`config.mk`:
```
export PLATFORM = sky130hd
export DESIGN_NAME = quorum_round_scoreboard_top
export DESIGN_NICKNAME = d
export VERILOG_FILES = /design/src/qrs_pkg.sv /design/src/qrs_seq_mem.sv /design/src/qrs_engine.sv /design/src/quorum_round_scoreboard_top.sv
export SDC_FILE = /design/constraint.sdc
export NUM_CORES = 2
export LEC_CHECK = 0
export BUFFER_PORTS_ARGS = -buffer_cell sky130_fd_sc_hd__buf_2
export CORE_UTILIZATION = 37
export DETAILED_ROUTE_END_ITERATION = 8
export GPL_ROUTABILITY_DRIVEN = 0
export PLACE_DENSITY = 0.64
export SKIP_CTS_REPAIR_TIMING = 1
export SLEW_MARGIN = 25
export SYNTH_ARGS = -nofsm -noshare
export SYNTH_HDL_FRONTEND = slang
export SYNTH_HIERARCHICAL = 1
export SYNTH_SLANG_ARGS = --single-unit
```
`constraint.sdc`:
```
create_clock -name clk -period 7.9 [get_ports clk]
set_clock_uncertainty 0.05 [all_clocks]
set_input_delay 1.185 -clock clk [delete_from_list [all_inputs] [get_ports clk]]
set_output_delay 1.185 -clock clk [all_outputs]
set_load 0.1 [all_outputs]
```
`src/qrs_pkg.sv`:
```
// qrs_pkg: shared widths, codes and word types for the quorum round scoreboard.
// Used by qrs_engine, the top and the bench; depends on nothing else.
`timescale 1ns / 1ps
`default_nettype none

package qrs_pkg;

	// field widths, fixed by the interface
	localparam int SEQ_BITS      = 48;
	localparam int PROC_BITS     = 4;
	localparam int CLASS_BITS    = 3;
	localparam int VOTE_BITS     = 5;
	localparam int STEP_BITS     = 16;
	localparam int KIND_BITS     = 2;
	localparam int CFG_IDX_BITS  = 2;
	localparam int NUM_PROCS_DEF = 16;

	// item kinds
	localparam logic [KIND_BITS-1:0] KIND_CMPL    = 2'd0;
	localparam logic [KIND_BITS-1:0] KIND_RESTART = 2'd1;
	localparam logic [KIND_BITS-1:0] KIND_QUERY   = 2'd2;

	// configuration register indexes
	localparam logic [CFG_IDX_BITS-1:0] CFG_CLASS  = 2'd0;
	localparam logic [CFG_IDX_BITS-1:0] CFG_QUORUM = 2'd1;
	localparam logic [CFG_IDX_BITS-1:0] CFG_STEP   = 2'd2;

	// input word
	typedef struct packed {
		logic [KIND_BITS-1:0]  kind;
		logic                  ok;
		logic [CLASS_BITS-1:0] msg_class;
		logic [PROC_BITS-1:0]  process;
		logic [SEQ_BITS-1:0]   seq;
		logic [SEQ_BITS-1:0]   restart_id;
	} qrs_item_t;

	// result word
	typedef struct packed {
		logic                  failed;
		logic                  ignored;
		logic                  counted;
		logic [PROC_BITS-1:0]  hit_process;
		logic [VOTE_BITS-1:0]  remaining;
		logic                  round_done;
		logic [SEQ_BITS-1:0]   round_id;
		logic [VOTE_BITS-1:0]  ready_count;
		logic                  restart_rejected;
	} qrs_result_t;

	// configuration registers as seen by the engine
	typedef struct packed {
		logic [CLASS_BITS-1:0] msg_class;
		logic [VOTE_BITS-1:0]  quorum;
		logic [STEP_BITS-1:0]  step;
	} qrs_cfg_t;

endpackage

`default_nettype wire

```
`src/qrs_seq_mem.sv`:
```
// qrs_seq_mem: last-sequence table, one write port and one registered read port.
// Depends on nothing; depth and width come from the instantiating module.
`timescale 1ns / 1ps
`default_nettype none

module qrs_seq_mem #(
	parameter int DEPTH = 16,
	parameter int WIDTH = 48
) (
	input  wire logic                     clk,
	input  wire logic                     we,
	input  wire logic [$clog2(DEPTH)-1:0] waddr,
	input  wire logic [WIDTH-1:0]         wdata,
	input  wire logic                     re,
	input  wire logic [$clog2(DEPTH)-1:0] raddr,
	output logic      [WIDTH-1:0]         rdata
);

	logic [WIDTH-1:0] mem_q [DEPTH];

	// write port
	always_ff @(posedge clk) begin
		if (we) begin
			mem_q[waddr] <= wdata;
		end
	end

	// read port, registered
	always_ff @(posedge clk) begin
		if (re) begin
			rdata <= mem_q[raddr];
		end
	end

endmodule

`default_nettype wire

```
`src/qrs_engine.sv`:
```
// qrs_engine: sequencer for completions, restarts and count queries, with the
// round id and vote count. Depends on qrs_pkg; drives the ports of qrs_seq_mem.
`timescale 1ns / 1ps
`default_nettype none

module qrs_engine #(
	parameter int NUM_PROCS = qrs_pkg::NUM_PROCS_DEF
) (
	input  wire logic                         clk,
	input  wire logic                         arst_n,
	input  wire qrs_pkg::qrs_cfg_t            cfg,
	input  wire logic                         start,
	input  wire qrs_pkg::qrs_item_t           item,
	output logic                              busy,
	output logic                              done,
	output qrs_pkg::qrs_result_t              result,
	output logic                              mem_we,
	output logic [$clog2(NUM_PROCS)-1:0]      mem_waddr,
	output logic [qrs_pkg::SEQ_BITS-1:0]      mem_wdata,
	output logic                              mem_re,
	output logic [$clog2(NUM_PROCS)-1:0]      mem_raddr,
	input  wire logic [qrs_pkg::SEQ_BITS-1:0] mem_rdata
);

	import qrs_pkg::*;

	localparam int IDX_W = $clog2(NUM_PROCS);
	localparam int CNT_W = $clog2(NUM_PROCS + 1);
	localparam logic [IDX_W-1:0] LAST_IDX = IDX_W'(NUM_PROCS - 1);

	typedef enum logic [3:0] {
		ST_IDLE = 4'b0001,
		ST_ONE  = 4'b0010,
		ST_FILL = 4'b0100,
		ST_SCAN = 4'b1000
	} state_t;

	state_t                state_q, state_d;
	logic [IDX_W-1:0]      cnt_q, cnt_d;
	logic [CNT_W-1:0]      acc_q, acc_d;
	logic [SEQ_BITS-1:0]   round_q, round_d;
	logic [VOTE_BITS-1:0]  votes_q, votes_d;
	logic                  done_q, finish;
	qrs_item_t             item_q;
	logic [SEQ_BITS-1:0]   aux_q, aux_d;
	logic                  seq_hit_q;
	qrs_result_t           res_q, res_d;

	logic                  accept;
	logic                  in_range;
	logic                  cmp_live;
	logic                  in_order;
	logic [SEQ_BITS-1:0]   new_seq;
	logic                  vote;
	logic [VOTE_BITS-1:0]  votes_dec;
	logic [VOTE_BITS-1:0]  reload;
	logic                  scan_hit;
	logic [CNT_W-1:0]      scan_sum;

	assign accept = start && (state_q == ST_IDLE);
	assign busy   = (state_q != ST_IDLE);
	assign done   = done_q;
	assign result = res_q;

	// completion datapath: old entry arrives from the table this cycle
	assign in_range  = 32'(item_q.process) < NUM_PROCS;
	assign cmp_live  = (item_q.msg_class == cfg.msg_class) && in_range;
	assign in_order  = ((mem_rdata + SEQ_BITS'(cfg.step)) == item_q.seq);
	assign new_seq   = in_order ? item_q.seq : '0;
	assign vote      = in_order ? seq_hit_q : (round_q == '0);
	assign votes_dec = vote ? (votes_q - VOTE_BITS'(1)) : votes_q;
	assign reload    = (cfg.quorum == '0) ? VOTE_BITS'(1) : cfg.quorum;

	// count query: aux_q holds round id minus step
	assign scan_hit = (mem_rdata == aux_q);
	assign scan_sum = acc_q + CNT_W'(scan_hit);

	// table reads: one at accept of a completion or query, then one per scan cycle but the last
	always_comb begin
		mem_re    = 1'b0;
		mem_raddr = '0;
		if (accept) begin
			if (item.kind == KIND_CMPL) begin
				mem_re    = 1'b1;
				mem_raddr = IDX_W'(item.process);
			end else if (item.kind == KIND_QUERY) begin
				mem_re    = 1'b1;
				mem_raddr = '0;
			end
		end else if ((state_q == ST_SCAN) && (cnt_q != LAST_IDX)) begin
			mem_re    = 1'b1;
			mem_raddr = cnt_q + IDX_W'(1);
		end
	end

	// table writes: completion write-back or restart fill
	always_comb begin
		mem_we    = 1'b0;
		mem_waddr = cnt_q;
		mem_wdata = aux_q;
		if ((state_q == ST_ONE) && (item_q.kind == KIND_CMPL) && item_q.ok && cmp_live) begin
			mem_we    = 1'b1;
			mem_waddr = IDX_W'(item_q.process);
			mem_wdata = new_seq;
		end else if (state_q == ST_FILL) begin
			mem_we = 1'b1;
		end
	end

	// operand latched at accept: fill value for restart, match value for query
	always_comb begin
		unique case (item.kind)
			KIND_RESTART: aux_d = item.restart_id - SEQ_BITS'(cfg.step);
			KIND_QUERY:   aux_d = round_q - SEQ_BITS'(cfg.step);
			default:      aux_d = '0;
		endcase
	end

	// sequencer and result assembly
	always_comb begin
		state_d = state_q;
		cnt_d   = cnt_q;
		acc_d   = acc_q;
		round_d = round_q;
		votes_d = votes_q;
		finish  = 1'b0;
		res_d   = '0;
		unique case (state_q)
			ST_IDLE: begin
				if (start) begin
					cnt_d = '0;
					acc_d = '0;
					if ((item.kind == KIND_RESTART) && (item.restart_id != '0)) begin
						state_d = ST_FILL;
					end else if (item.kind == KIND_QUERY) begin
						state_d = ST_SCAN;
					end else begin
						state_d = ST_ONE;
					end
				end
			end
			ST_ONE: begin
				state_d = ST_IDLE;
				finish  = 1'b1;
				if (item_q.kind == KIND_CMPL) begin
					priority if (!item_q.ok) begin
						res_d.failed = 1'b1;
					end else if (!cmp_live) begin
						res_d.ignored = 1'b1;
					end else begin
						if (vote) begin
							res_d.counted     = 1'b1;
							res_d.hit_process = item_q.process;
						end
						if (votes_dec == '0) begin
							votes_d          = reload;
							round_d          = round_q + SEQ_BITS'(cfg.step);
							res_d.round_done = 1'b1;
						end else begin
							votes_d = votes_dec;
						end
					end
				end else if (item_q.kind == KIND_RESTART) begin
					// only a restart to zero lands here
					res_d.restart_rejected = 1'b1;
				end
			end
			ST_FILL: begin
				if (cnt_q == LAST_IDX) begin
					state_d = ST_IDLE;
					finish  = 1'b1;
					round_d = item_q.restart_id;
				end else begin
					cnt_d = cnt_q + IDX_W'(1);
				end
			end
			ST_SCAN: begin
				acc_d = scan_sum;
				if (cnt_q == LAST_IDX) begin
					state_d = ST_IDLE;
					finish  = 1'b1;
					res_d.ready_count = (32'(scan_sum) > 32'd31) ? VOTE_BITS'(31)
						: VOTE_BITS'(scan_sum);
				end else begin
					cnt_d = cnt_q + IDX_W'(1);
				end
			end
			default: begin
				state_d = ST_IDLE;
			end
		endcase
		res_d.remaining = votes_d;
		res_d.round_id  = round_d;
	end

	// control state
	always_ff @(posedge clk or negedge arst_n) begin
		if (!arst_n) begin
			state_q <= ST_IDLE;
			cnt_q   <= '0;
			acc_q   <= '0;
			round_q <= '0;
			votes_q <= VOTE_BITS'(1);
			done_q  <= 1'b0;
		end else begin
			state_q <= state_d;
			cnt_q   <= cnt_d;
			acc_q   <= acc_d;
			round_q <= round_d;
			votes_q <= votes_d;
			done_q  <= finish;
		end
	end

	// payload: latched input word and result word
	always_ff @(posedge clk) begin
		if (accept) begin
			item_q    <= item;
			aux_q     <= aux_d;
			seq_hit_q <= (item.seq == round_q);
		end
		if (finish) begin
			res_q <= res_d;
		end
	end

endmodule

`default_nettype wire

```
`src/quorum_round_scoreboard_top.sv`:
```
// quorum_round_scoreboard_top: configuration registers, sequencer and table.
// Depends on qrs_pkg, qrs_seq_mem and qrs_engine.
//
//   channel  | handshake          | word            | notes
//   ---------+--------------------+-----------------+------------------------------
//   input    | start & !busy      | item (qrs_item_t)   | one word per accept
//   result   | done (one cycle)   | result (qrs_result_t)| one word per input word
//   config   | cfg_we             | cfg_index, cfg_data | write only, idle block only
//
// Completion, failed or ignored completion, refused restart, unused kind: busy in state
// ST_ONE after accept; table read at accept, write-back in ST_ONE, result registered.
// Restart: busy in ST_FILL, one table entry written per cycle until all NUM_PROCS are filled.
// Count query: busy in ST_SCAN, one table entry read per cycle until all NUM_PROCS are compared.
// Reset clears round id to zero, votes to one and registers to their defaults;
// the table is not cleared and must be filled by a restart before use.
// No back-pressure on results: done is a single-cycle strobe.
`timescale 1ns / 1ps
`default_nettype none

module quorum_round_scoreboard_top #(
	parameter int NUM_PROCS = qrs_pkg::NUM_PROCS_DEF
) (
	input  wire logic                             clk,
	input  wire logic                             arst_n,
	input  wire logic                             cfg_we,
	input  wire logic [qrs_pkg::CFG_IDX_BITS-1:0] cfg_index,
	input  wire logic [qrs_pkg::STEP_BITS-1:0]    cfg_data,
	input  wire logic                             start,
	input  wire qrs_pkg::qrs_item_t               item,
	output logic                                  busy,
	output logic                                  done,
	output qrs_pkg::qrs_result_t                  result
);

	import qrs_pkg::*;

	localparam int IDX_W = $clog2(NUM_PROCS);

	qrs_cfg_t              cfg_q;
	logic                  mem_we;
	logic [IDX_W-1:0]      mem_waddr;
	logic [SEQ_BITS-1:0]   mem_wdata;
	logic                  mem_re;
	logic [IDX_W-1:0]      mem_raddr;
	logic [SEQ_BITS-1:0]   mem_rdata;

	// configuration registers
	always_ff @(posedge clk or negedge arst_n) begin
		if (!arst_n) begin
			cfg_q.msg_class <= '0;
			cfg_q.quorum    <= VOTE_BITS'(1);
			cfg_q.step      <= STEP_BITS'(1);
		end else if (cfg_we) begin
			unique case (cfg_index)
				CFG_CLASS:  cfg_q.msg_class <= cfg_data[CLASS_BITS-1:0];
				CFG_QUORUM: cfg_q.quorum    <= cfg_data[VOTE_BITS-1:0];
				CFG_STEP:   cfg_q.step      <= cfg_data;
				default: ;
			endcase
		end
	end

	// last-sequence table
	qrs_seq_mem #(
		.DEPTH (NUM_PROCS),
		.WIDTH (SEQ_BITS)
	) u_mem (
		.clk   (clk),
		.we    (mem_we),
		.waddr (mem_waddr),
		.wdata (mem_wdata),
		.re    (mem_re),
		.raddr (mem_raddr),
		.rdata (mem_rdata)
	);

	// sequencer; busy keeps a new read away from a pending write-back
	qrs_engine #(
		.NUM_PROCS (NUM_PROCS)
	) u_engine (
		.clk       (clk),
		.arst_n    (arst_n),
		.cfg       (cfg_q),
		.start     (start),
		.item      (item),
		.busy      (busy),
		.done      (done),
		.result    (result),
		.mem_we    (mem_we),
		.mem_waddr (mem_waddr),
		.mem_wdata (mem_wdata),
		.mem_re    (mem_re),
		.mem_raddr (mem_raddr),
		.mem_rdata (mem_rdata)
	);

	// an accepted word always raises busy in the next cycle
	a_accept_busy: assert property (@(posedge clk) disable iff (!arst_n)
		(start && !busy) |=> busy)
		else $error("accepted word did not raise busy");

	// results never come in consecutive cycles
	a_done_gap: assert property (@(posedge clk) disable iff (!arst_n)
		done |=> !done)
		else $error("result strobe in two consecutive cycles");

	// the vote count reloads before it can be seen at zero
	a_votes_nonzero: assert property (@(posedge clk) disable iff (!arst_n)
		done |-> (result.remaining != '0))
		else $error("remaining votes reported as zero");

	// a finished round needs a vote from this completion
	a_round_needs_vote: assert property (@(posedge clk) disable iff (!arst_n)
		(done && result.round_done) |-> (result.counted && !result.failed && !result.ignored))
		else $error("round completed without a counted vote");

endmodule

`default_nettype wire

```
Word level (Yosys, flattened, before mapping)
Memories as Yosys holds them, arrays and structs flattened. A register that Yosys moved wholly into a read port is not among the register bits.
Index checks and enable logic that the tools add are counted.
{ "op_classes": {"n_addsub": 7, "eq_ne": 19, "mux": 46, "bitwise": 1, "reduce_logical": 28} }
{ "op_table": {"columns": ["operator", "count"], "rows": [
  ["two-way mux 48 bit", 7],
  ["case mux 48 bit (2 select lines)", 2],
  ["equality test 48 bit", 3],
  ["adder 48 x 16 -> 48 bit", 2],
  ["subtractor 48 x 16 -> 48 bit", 2],
  ["logical NOT 48 bit", 1],
  ["nonzero test 48 bit", 1],
  ["two-way mux 5 bit", 9],
  ["two-way mux 4 bit", 10],
  ["case mux 4 bit (2 select lines)", 2],
  ["two-way mux 1 bit", 14],
  ["AND reduction 2 bit", 7],
  ["logical NOT 5 bit", 2],
  ["case mux 5 bit (2 select lines)", 1],
  ["equality test 4 bit, second input constant", 2],
  ["equality test 2 x 1 -> 1 bit, second input constant", 3],
  ["logical AND 1 bit", 6],
  ["logical NOT 2 bit", 3],
  ["AND reduction 3 bit", 2],
  ["adder 5 x 1 -> 5 bit", 1],
  ["AND reduction 5 bit", 1],
  ["subtractor 5 x 1 -> 5 bit, second input constant", 1],
  ["adder 4 x 1 -> 4 bit, second input constant", 1],
  ["equality test 2 bit, second input constant", 2],
  ["other kinds (13)", 16]
]} }
{ "totals": {"register_bits": 313, "ramBits": 768, "input_bits": 128, "output_inout_bits": 69, "n_memories": 1} }
{ "mem_list": {"columns": ["memory", "depth", "word_bits", "read_ports", "rd_clocked_by_memory_dff", "write_ports", "line_no", "rtl"], "rows": [
  ["u_mem.mem_q", 16, 48, 1, 1, 1, "qrs_seq_mem.sv:19", "logic [WIDTH-1:0] mem_q [DEPTH];"]
]} }

Depth between registers and ports, before layout
{ "depth": {"ltp_word": 10, "depth_mapped": 26} }

Modules after synthesis
The synthesis kept the hierarchy.
{ "by_module_without_submodules": {"columns": ["module", "instances", "cells_per_inst", "area_per_inst_um2", "seq_area_each_um2"], "rows": [
  ["qrs_seq_mem", 1, 1242, 30171.4, 24503.5],
  ["qrs_engine", 1, 1934, 18654.1, 8345.5],
  ["quorum_round_scoreboard_top", 1, 52, 962.2, 603.1]
]} }

Least setup slack after synthesis
No wires, ideal clock.
{ "synth_timing": {"path_kind": "input port to flip-flop", "from": "input port item[104] (netlist name)", "to": "register u_mem.rdata[0], read port of u_mem.mem_q, enable pin", "setup_time_ns": 0.520, "t_arrival_ns": 7.355, "required_ns": 7.330, "setup_slack_ns": -0.025, "stages": 11, "cell_sequence": "inv_1 -> ha_1 -> clkbuf_1 -> buf_1 -> clkbuf_1 -> clkbuf_1 -> clkbuf_1 -> buf_1 -> clkbuf_1 -> nor2_1 -> o21ai_0"} }
{ "synth_via": {"elab_chain_cells": 4} }
{ "synth_rtl": {"columns": ["element", "line_no", "rtl"], "rows": [
  ["from (decl)", "quorum_round_scoreboard_top.sv:29", "input wire qrs_pkg::qrs_item_t item,"],
  ["equality test 2 bit", "qrs_engine.sv:86", "end else if (item.kind == KIND_QUERY) begin"],
  ["two-way mux 1 bit", "qrs_engine.sv:86", null],
  ["two-way mux 1 bit *", "qrs_engine.sv:83", "if (item.kind == KIND_CMPL) begin"],
  ["two-way mux 1 bit *", "qrs_engine.sv:82", "if (accept) begin"],
  ["net mem_re", "quorum_round_scoreboard_top.sv:43", "logic mem_re;"],
  ["to (decl)", "qrs_seq_mem.sv:16", "output logic [WIDTH-1:0] rdata"]
]} }
The timed path passes the listed nets; every way through them passes the cells marked *.
A chain may end at the register's enable or synchronous reset.

==> out/qor.csv <==
stage,metric,value,unit
outcome,status,"complete, no violations",
cts,clkSlewWorstSetupHoldPaths,60,ps
worst_setup_path,path_max_fanout,23,
worst_setup_path,r2r_start,cfg_q[13]$_DFFE_PN0P_,
detailed_routing,drt_iter0_markers,3955,
synthesis,synthTopCellsByArea,"edfxtp_1 63%, mux4_2 8.7%, dfrtp_1 4.4%",
synthesis,synth_top_area_share,62.61,%
detailed_routing,drc_errors,0,
global_route,grt_pass1_vias,29960,
placement,place_worst_setup_slack,1828,ps
worst_setup_path,critPathArrivalTime,6090,ps
global_route,grt.total_usage,20.82,%
synthesis,ys.flop_type,edfxtp_1,
placement,dp_hpwl,95420,um
synthesis,ys_async_sr_fraction,8.060,%
detailed_routing,via_per_inst,5.809,
synthesis,yosysUniqueCellTypes,102,
global_route,grt_max_degree,138,
floorplan,num_io_pins,197,
hold_path,hold_depth,2,
sta,post-route-min-period,5743,ps
synthesis,yosys-top-cells-count,"1038 x edfxtp_1, 295 x nand2_1, 192 x mux4_2",
job,cap_violations,0,
worst_setup_path,startpoint,cfg_q[13]$_DFFE_PN0P_,
synthesis,ys_seq_elements,1129,
detailed_routing,via_count,31010,
synthesis,syn_nets,3415,
sta,drv_slew,0,
sta,max_freq,0.1741,GHz
global_route,grt_antenna_before_repair,8,
synthesis,synth_edf_count,1038,
placement,io_buffers,196,
floorplan,dieArea,136000,um^2
synthesis,syn_area,49790,um^2
cts,clock_path_buffers,3,
sta,worstMarginPinSlew,1123,ps
power_and_ir_drop,powerDensity,258.4,nW/um^2
sta,timing.final.crit_share,72.69,%
worst_setup_path,ff2ff_path_depth,13,
hold_path,holdCritPathClass,reg -> reg,
synthesis,yosysTopAreaCell,edfxtp_1,
synthesis,avgSynthCellArea,15.42,um^2
sta,setup_viol,0,
cts,clk_latency,730,ps
floorplan,die_x,368.8,um
sta,rsz0062_at_grt,false,
hold_path,min_from,u_engine/item_q[37]$_DFFE_PP_,
cts,cts_tree,yes,
synthesis,ys_warn_count,6,
synthesis,ys_seq_area_share,67.19,%
worst_setup_path,start_kind,flop,
detailed_routing,dr.pass1.iters,6,
worst_setup_path,crit_type,reg -> reg,
synthesis,yosysMostFrequentCell,edfxtp_1,
detailed_routing,routed_wl,143900,um
detailed_routing,drt-wirelength-per-cell,26.95,um
cts,cts_buffers,114,
global_route,grt_overflow_total,0,
sta,slew_headroom,25.12,%
worst_setup_path,critPathCaptureType,flop,
cts,cts-root-buf,clkbuf_16,
power_and_ir_drop,peakVddDrop,189.6,uV
cts,htreeDepth,3,
sta,fin_ws,2157,ps
synthesis,synth_cells,3228,
cells_and_area,nets,3654,
cells_and_area,drive_above_1_share,21.98,%
global_route,grt_pass1_wl,207500,um
power_and_ir_drop,leakagePower,19.15,nW
floorplan,rows,134,
sta,tns,0,ps
cells_and_area,syn_to_final_growth,14.76,%
floorplan,die_y,368.8,um
detailed_routing,detail-route-antenna-nets,0,
sta,hold_viol_final,0,
floorplan,start_util,37.31,%
floorplan,core_area,133500,um^2
cts,cts.sinks,1129,
worst_setup_path,critPathRequiredTime,8250,ps
cell families after synthesis:
family,share of synthesized area [%]
AO/OA/AOI/OAI,6.758
XOR/XNOR,3.641
adder cells (fa/ha/maj),1.528
buffers and inverters,1.865
flip-flops,67.19
multiplexers,10.56
AND/OR/NAND/NOR,8.456
final cells by class:
class | instances | area (um^2)
Fill cell | 11880 | 76320
Sequential cell | 1129 | 33450
Multi-Input combinational cell | 1880 | 15630
Clock buffer | 137 | 2969
Tap cell | 1768 | 2212
Timing Repair Buffer | 293 | 1753
Clock inverter | 79 | 928.4
Inverter | 49 | 188.9
Antenna cell | 3 | 7.507
power breakdown:
| part | switching [W] | total [W] | internal (W) | leakage (nW) |
|---|---|---|---|---|
| Sequential | 0.000232 | 0.00719 | 0.00695 | 10.6 |
| Combinational | 0.00133 | 0.00199 | 0.000658 | 6.60 |
| Clock | 0.00236 | 0.00559 | 0.00323 | 1.89 |
| Total | 0.00392 | 0.0148 | 0.0108 | 19.1 |
stage by stage:
step	area (um^2)	util [%]	total power [W]	hold WS, ps	cells
2_1_floorplan	49790	-	0.008521	391.5	3228
3_3_place_gp	53200	39.86	0.009233	410.7	5118
3_5_place_dp	53210	39.87	0.009254	412.6	5118
4_1_cts	57100	42.79	0.01480	427.7	5334
5_1_grt	57130	42.81	0.01520	451.6	5336
6_report	57140	42.81	0.01476	427.0	5338
critical path: stages (launching register included):
cell and delay, ps:
dfrtp_1 550, ha_1 530, and3_1 400, nand2_1 180, nor2_1 240, a31oi_1 210, nor4_1 700, mux2i_1 280
nor2_1 200, nand4_1 360, o221a_1 460, nor2_2 810, or3_1 280, o211ai_1 130
routing by layer:
layer | vias to the layer above | track usage, % | wire length, um
met5 | - | 0 | 13
met4 | 2 | 6.854 | 4729
met3 | 276 | 3.956 | 13660
met2 | 1648 | 32.78 | 66710
met1 | 15870 | 28.96 | 58770
li1 | 13210 | - | -
sequential cells by signal, summed over array words and instances (netlist names):
name                flops
u_engine/cnt_q          4
u_engine/votes_q        5
cfg_q                  24
u_engine/state_q        4
u_engine/round_q       48
u_mem/mem_q           768
u_engine/result        67
u_mem/rdata            48
u_engine/acc_q          5
u_engine/seq_hit_q      1
u_engine/done           1
u_engine/aux_q         48
u_engine/item_q       106
cell usage in the layout, fill, tap and decap left out, drive strengths merged, types with 65 or more instances in the layout:
cell / n
dfrtp: 87
a21oi: 77
clkbuf: 137
buf: 293
mux4: 192
xnor2: 65
a22oi: 112
xor2: 142
nor2: 160
o21ai: 109
nand2: 296
edfxtp: 1038
nor3: 83
nand3: 69
path summary, 6_finish.rpt:
kind | to | slack [ps]
max | u_engine/result[30]$_DFFE_PP_ | 2160
min | u_engine/round_q[37]$_DFF_PN0_ | 430
max reg2reg | u_engine/result[30]$_DFFE_PP_ | 2160
min reg2reg | u_engine/round_q[37]$_DFF_PN0_ | 430
max in group asynchronous | u_engine/round_q[24]$_DFF_PN0_ | 6240
min in group asynchronous | u_engine/round_q[8]$_DFF_PN0_ | 440
Power figures use the tool's default switching activity.
